### config.mk
export PLATFORM = sky130hd
export DESIGN_NAME = gf2_233_multiplier
export DESIGN_NICKNAME = d
export VERILOG_FILES = /design/src/rtl/gf2m_pkg.sv /design/src/rtl/gf2_233_multiplier.sv
export SDC_FILE = /design/constraint.sdc
export NUM_CORES = 2
export LEC_CHECK = 0
export BUFFER_PORTS_ARGS = -buffer_cell sky130_fd_sc_hd__buf_2
export CORE_UTILIZATION = 35
export DETAILED_ROUTE_END_ITERATION = 8
export PLACE_DENSITY_LB_ADDON = 0.12
export SKIP_CTS_REPAIR_TIMING = 1
export SYNTH_ARGS = -nofsm -noshare
export SYNTH_HDL_FRONTEND = slang
export SYNTH_SLANG_ARGS = --single-unit
### constraint.sdc
create_clock -name clk -period 2.75 [get_ports clk]
set_clock_uncertainty 0.1 [all_clocks]
set_input_delay 0.275 -clock clk [delete_from_list [all_inputs] [get_ports clk]]
set_output_delay 0.275 -clock clk [all_outputs]
set_load 0.02 [all_outputs]
### src/rtl/gf2m_pkg.sv
`default_nettype none
// ----------------------------------------------------------------------------
// gf2m_pkg
// shared constants and payload types of the GF(2^233) multiplier
// ----------------------------------------------------------------------------
package gf2m_pkg;

	localparam int FIELD_WORDS = 8;
	localparam int WORD_W      = 32;
	localparam int FIELD_DEG   = 233;
	localparam int MID_DEG     = 74;
	localparam int TOP_BITS    = FIELD_DEG - (FIELD_WORDS - 1) * WORD_W;
	localparam int IDX_W       = $clog2(FIELD_WORDS);
	localparam int WINDOW_BITS = 4;

	typedef struct packed {
		logic              operand_sel;
		logic [IDX_W-1:0]  word_index;
		logic [WORD_W-1:0] word_value;
		logic              go;
	} ld_item_t;

	typedef struct packed {
		logic [IDX_W-1:0]  result_index;
		logic [WORD_W-1:0] result_word;
		logic              result_last;
	} res_item_t;

endpackage
`default_nettype wire

### src/rtl/gf2_233_multiplier.sv
`default_nettype none
// a go transfer starts NWIN = ceil(233 / WINDOW_BITS) window steps (59 at
//   WINDOW_BITS = 4), after which the result words are sent
// loads are stalled from a go transfer until the last result word is taken
// reset: arst_n clears both factor stores and returns the sequencer to idle
// ----------------------------------------------------------------------------
// gf2_233_multiplier
// GF(2^233) multiplier, polynomial basis, modulus x^233 + x^74 + 1, with
// interleaved windowed multiply and fold of the overflow bits each step
// ----------------------------------------------------------------------------
module gf2_233_multiplier
	import gf2m_pkg::*;
#(
	parameter int WINDOW_BITS_P = WINDOW_BITS
) (
	input  wire       clk,
	input  wire       arst_n,
	input  wire       ld_valid,
	output logic      ld_stall,
	input  ld_item_t  ld_item,
	output logic      res_valid,
	input  wire       res_stall,
	output res_item_t res_item
);

	localparam int NWIN   = (FIELD_DEG + WINDOW_BITS_P - 1) / WINDOW_BITS_P;
	localparam int PAD_W  = NWIN * WINDOW_BITS_P;
	localparam int WIN_CW = $clog2(NWIN);
	localparam int EXT_W  = FIELD_DEG + WINDOW_BITS_P;
	localparam int RES_W  = FIELD_WORDS * WORD_W;

	typedef enum logic [2:0] {
		S_IDLE = 3'b001,
		S_MUL  = 3'b010,
		S_OUT  = 3'b100
	} state_t;

	state_t                   state_q;
	logic [WORD_W-1:0]        factor_a_q [FIELD_WORDS];
	logic [WORD_W-1:0]        factor_b_q [FIELD_WORDS];
	logic [FIELD_DEG-1:0]     acc_q;
	logic [WIN_CW-1:0]        win_q;
	logic [IDX_W-1:0]         ridx_q;

	logic                     ld_xfer;
	logic                     res_xfer;
	logic [FIELD_DEG-1:0]     a_vec;
	logic [FIELD_DEG-1:0]     b_vec;
	logic [PAD_W-1:0]         a_pad;
	logic [WINDOW_BITS_P-1:0] nib;
	logic [EXT_W-1:0]         t_ext;
	logic [WINDOW_BITS_P-1:0] ovf;
	logic [FIELD_DEG-1:0]     red;
	logic [RES_W-1:0]         res_ext;
	logic [IDX_W-1:0]         rev_idx;

	assign ld_stall  = (state_q != S_IDLE);
	assign res_valid = (state_q == S_OUT);
	assign ld_xfer   = ld_valid && !ld_stall;
	assign res_xfer  = res_valid && !res_stall;

	// operand assembly, store word 0 is the top word
	always_comb begin
		a_vec = '0;
		b_vec = '0;
		for (int j = 1; j < FIELD_WORDS; j++) begin
			a_vec[(FIELD_WORDS-1-j)*WORD_W +: WORD_W] = factor_a_q[j];
			b_vec[(FIELD_WORDS-1-j)*WORD_W +: WORD_W] = factor_b_q[j];
		end
		a_vec[FIELD_DEG-1 -: TOP_BITS] = factor_a_q[0][TOP_BITS-1:0];
		b_vec[FIELD_DEG-1 -: TOP_BITS] = factor_b_q[0][TOP_BITS-1:0];
	end

	assign a_pad = PAD_W'(a_vec);
	assign nib   = a_pad[win_q*WINDOW_BITS_P +: WINDOW_BITS_P];

	// one window step: acc * x^w + b * nib, overflow folded back
	always_comb begin
		t_ext = {acc_q, WINDOW_BITS_P'(0)};
		for (int k = 0; k < WINDOW_BITS_P; k++) begin
			if (nib[k]) begin
				t_ext = t_ext ^ (EXT_W'(b_vec) << k);
			end
		end
		ovf = t_ext[EXT_W-1:FIELD_DEG];
		red = t_ext[FIELD_DEG-1:0] ^ FIELD_DEG'(ovf) ^ (FIELD_DEG'(ovf) << MID_DEG);
	end

	always_ff @(posedge clk or negedge arst_n) begin
		if (!arst_n) begin
			for (int j = 0; j < FIELD_WORDS; j++) begin
				factor_a_q[j] <= '0;
				factor_b_q[j] <= '0;
			end
		end else if (ld_xfer) begin
			if (ld_item.operand_sel) begin
				factor_b_q[ld_item.word_index] <= ld_item.word_value;
			end else begin
				factor_a_q[ld_item.word_index] <= ld_item.word_value;
			end
		end
	end

	always_ff @(posedge clk or negedge arst_n) begin
		if (!arst_n) begin
			state_q <= S_IDLE;
			win_q   <= '0;
			ridx_q  <= '0;
		end else begin
			unique case (state_q)
				S_IDLE: begin
					if (ld_xfer && ld_item.go) begin
						state_q <= S_MUL;
						win_q   <= WIN_CW'(NWIN - 1);
					end
				end
				S_MUL: begin
					if (win_q == '0) begin
						state_q <= S_OUT;
						ridx_q  <= '0;
					end else begin
						win_q <= win_q - 1'b1;
					end
				end
				S_OUT: begin
					if (res_xfer) begin
						if (ridx_q == IDX_W'(FIELD_WORDS - 1)) begin
							state_q <= S_IDLE;
						end else begin
							ridx_q <= ridx_q + 1'b1;
						end
					end
				end
				default: begin
					state_q <= S_IDLE;
				end
			endcase
		end
	end

	always_ff @(posedge clk) begin
		if (state_q == S_IDLE) begin
			acc_q <= '0;
		end else if (state_q == S_MUL) begin
			acc_q <= red;
		end
	end

	assign res_ext = RES_W'(acc_q);
	assign rev_idx = IDX_W'(FIELD_WORDS - 1) - ridx_q;

	always_comb begin
		res_item.result_index = ridx_q;
		res_item.result_word  = res_ext[rev_idx*WORD_W +: WORD_W];
		res_item.result_last  = (ridx_q == IDX_W'(FIELD_WORDS - 1));
	end

endmodule
`default_nettype wire

==> results.md <==
* Run status: finished, violations left
* Violations in the final reports: setup timing
* DRC Markers at 0
* Number of hold violations in the final report at 0
* Critical Path Sink Type: flip-flop
* Unrepaired setup endpoints after global routing: true
* Reported leakage power at 18.9 nW
* Number of nets with antenna violations after detailed routing at 0
* Worst setup SP type: flip-flop
* Setup ws final at -584 ps
* Path type of the worst min-delay path: input port to asynchronous set/reset pin
* Total wire length at 147000 µm
* Via count of the first global-routing pass at 30200
* Post-DP HPWL at 103000 µm
* Slew at the pin with the worst max-slew slack at 769 ps
* Clock tree root buffer cell: clkbuf_16
* CP Max Fanout at 16
* Maximum clock frequency at 300 MHz
* Proportion of register bits with asynchronous set or reset after synthesis at 0.672
* Critical path data required time at 3170 ps
* CP bufs+invs at 4
* Top-count cell post-synth: nand2_1
* Cell types occupying the most area after synthesis: dfrtp_1 (29%), xnor2_1 (15%), mux2_2 (14%)
* Mapped Area at 41000 µm²
* Gate count after technology mapping at 4164
* Top cell type's share of synthesized area at 0.291
* Largest stage delay on the critical path at 540 ps
* GRT overflow at 0
* Post-Synth XOR/XNOR Area at 0.202
* Worst setup slack for register-to-register paths at -580 ps
* Final-layout fill cell count at 11300
* Number of flops mapped to enable cells by yosys at 0
* Synthesized flop and latch total at 711
* Arrival time at the worst endpoint at 3760 ps
* Number of clock sinks seen by CTS at 711
* Remaining max-slew budget at the tightest pin at 0.488
* Die W at 344 µm
* Synth Net Count at 4209
* Count of buffers inserted at the top-level ports at 78
* Fin nets at 4377
* Final Total Pwr at 60.7 mW
* Depth of the worst register-to-register path at 13
* Standard cell core area at 116000 µm²
* Mux contribution to synthesized area at 0.192
* Clock latency on the worst-skew pair at 680 ps
* Synthesis Warnings at 0
* Via count at 30300
* Commonest cells in the netlist: nand2_1 (1194), xnor2_1 (700), mux2_2 (500)
* Setup TNS Final at -115620 ps
* Sequential area share after synthesis at 0.405
* Final worst hold slack at 10.2 ps
* Area taken by flip-flops and latches at 16600 µm²
* Worst-case clock buffer depth at 3
* Vertical die dimension at 344 µm
* Via-to-Cell Ratio at 5.11
* Finished Layout Cells at 5935
* Clock tree from TritonCTS: done
* Crit. Startpoint: win_q[1]
* Stages on worst setup path at 13
* Initial antenna violation count at 17
* Std cell rows at 125
* Number of buffers added by the clock tree synthesis step at 87
* Initial core utilization at 0.353
* Simple-gate share of the synthesized area at 0.116
* Area growth from synthesis to layout at 19.2%
* Area of combinational cells with multiple inputs at 23700 µm²
* Kind of critical path: flip-flop to flip-flop
* Top flip-flop cell by instance count after synthesis: dfrtp_1
* Startpoint of the most critical register-to-register path: win_q[1]
* Finish-stage setup viols at 265
* Worst IR drop on VDD at 592 µV
* Number of distinct library cells after synthesis at 53
* Endpoint of the most critical register-to-register path: acc_q[187]
* Global-route wire length before repair at 212000 µm
* Pwr dens at 1240 nW/µm²
* Average wire per cell in the routed design at 24.7 µm
* Initial DRT Pass Iterations at 6
* Library cell contributing the largest single delay on the critical path: mux4_2
* Drt initial violations at 2072
* Tcrit/Tclk final at 1.21
* Critical path cell sequence: buf_6 -> mux4_2 -> nand2_1 -> nand2_1 -> a221o_1 -> a32o_4 -> buf_12 -> clkbuf_16 -> buf_4 -> nand2_1 -> xnor2_1 -> xnor2_1 -> o21ai_1
* Post-synthesis compound-gate area fraction at 0.0482
* Main combinational cell family by area after synthesis: XOR/XNOR gates
* DIE AREA at 119000 µm²
* Top cell family by delay on the critical path: compound AO/OA/AOI/OAI gates
* Global-route usage over all layers at 0.244
* Number of maximum-capacitance violations at 0
* Final count of pins violating max slew at 0
* Area share of fa/ha/maj cells after synthesis at 0.00122
* Clock-pin slew reported for the worst setup and hold paths after clock tree synthesis at 60 ps
* Cells after DPL at 5739
* Number of placed I/O pins at 79
* Crit path time final at 3330 ps
* Dominant cell type by area after synthesis: dfrtp_1
* Final weighted congestion in routability-driven placement at 0.866
* Most numerous cell on the critical path: nand2_1
* Share of layout cells above drive strength 1 at 0.275
* Maximum number of pins on one net before global-route repair at 130
* H-Tree Depth at 3
* Mean area per synthesized cell at 9.85 µm²
* CP Capture Point: acc_q[187]
## cell type report
class / instances / share of cell area
Inverter: 31 / 0.00238
Antenna cell: 5 / 0.000256
Tap cell: 1524 / 0.0390
Sequential cell: 711 / 0.340
Multi-Input combinational cell: 3146 / 0.485
Timing Repair Buffer: 355 / 0.0731
Clock inverter: 18 / 0.00522
Clock buffer: 145 / 0.0550
## per-stage QoR
| step | setup slack [ps] | area [µm²] | utilization |
|---|---|---|---|
| 5_1_grt | -678 | 48900 | 0.420 |
| 3_5_place_dp | -661 | 44800 | 0.385 |
| 4_1_cts | -648 | 47700 | 0.411 |
| 6_report | -584 | 48900 | 0.421 |
| 2_1_floorplan | -128 | 41200 | - |
| 3_3_place_gp | -623 | 44800 | 0.385 |
## power breakdown
group          switching [mW]  leakage (nW)  internal, mW  total, mW
sequential               4.81          7.94          14.4       19.2
clock                    4.89          1.44          7.06       12.0
combinational            14.8          9.52          14.7       29.5
## sequential cells by signal (all words and copies together) (netlist names)
| name | cells |
|---|---|
| acc_q | 233 |
| win_q | 6 |
| state_q | 3 |
| ridx_q | 3 |
| a_pad | 233 |
| b_vec | 233 |
## worst register-to-register path: cells and delay by family, from the launching register on
family,cells,cell delay (ps)
compound gates,3,830
xor+xnor,2,280
mux,1,550
buf+inv,4,800
simple gates,3,210
flops,1,420
## per-layer routing
| metal | track usage | wire, µm |
|---|---|---|
| met5 | 0 | 13 |
| met4 | 0.0745 | 4660 |
| met3 | 0.0399 | 7770 |
| met2 | 0.411 | 70600 |
| met1 | 0.319 | 63800 |
## cells in the final DEF (no fill, tap or decap), types with 31 or more instances in the layout
cell	count
dfrtp_1	472
buf_12	64
nand2_2	39
clkbuf_1	31
o21ai_0	41
mux2i_1	31
buf_4	179
clkbuf_16	97
mux2_2	499
nand2_1	1154
xnor2_2	42
buf_2	77
dfxtp_1	233
xnor2_1	658
xor2_1	216
o21ai_1	206
mux4_2	85
## how the worst min path moves through the flow
| stage | startpoint | end | slack [ps] | cells past startpoint |
|---|---|---|---|---|
| final | arst_n | b_vec[96] | 10 | 2 |
| after global placement | arst_n | b_vec[96] | 110 | 1 |
| after detailed placement | arst_n | b_vec[96] | 110 | 1 |
| after floorplan | arst_n | a_pad[0] | -120 | 0 |
| after CTS | arst_n | b_vec[45] | -610 | 1 |
| after global routing | arst_n | b_vec[45] | 10 | 2 |
## cell families after synthesis
group / count (synthesis)
AND/OR/NAND/NOR: 1245
XOR/XNOR: 938
flip-flops: 711
multiplexers: 617
AO/OA/AOI/OAI: 342
buffers and inverters: 307
adder cells (fa/ha/maj): 4
(Power assumes the default switching activity.)
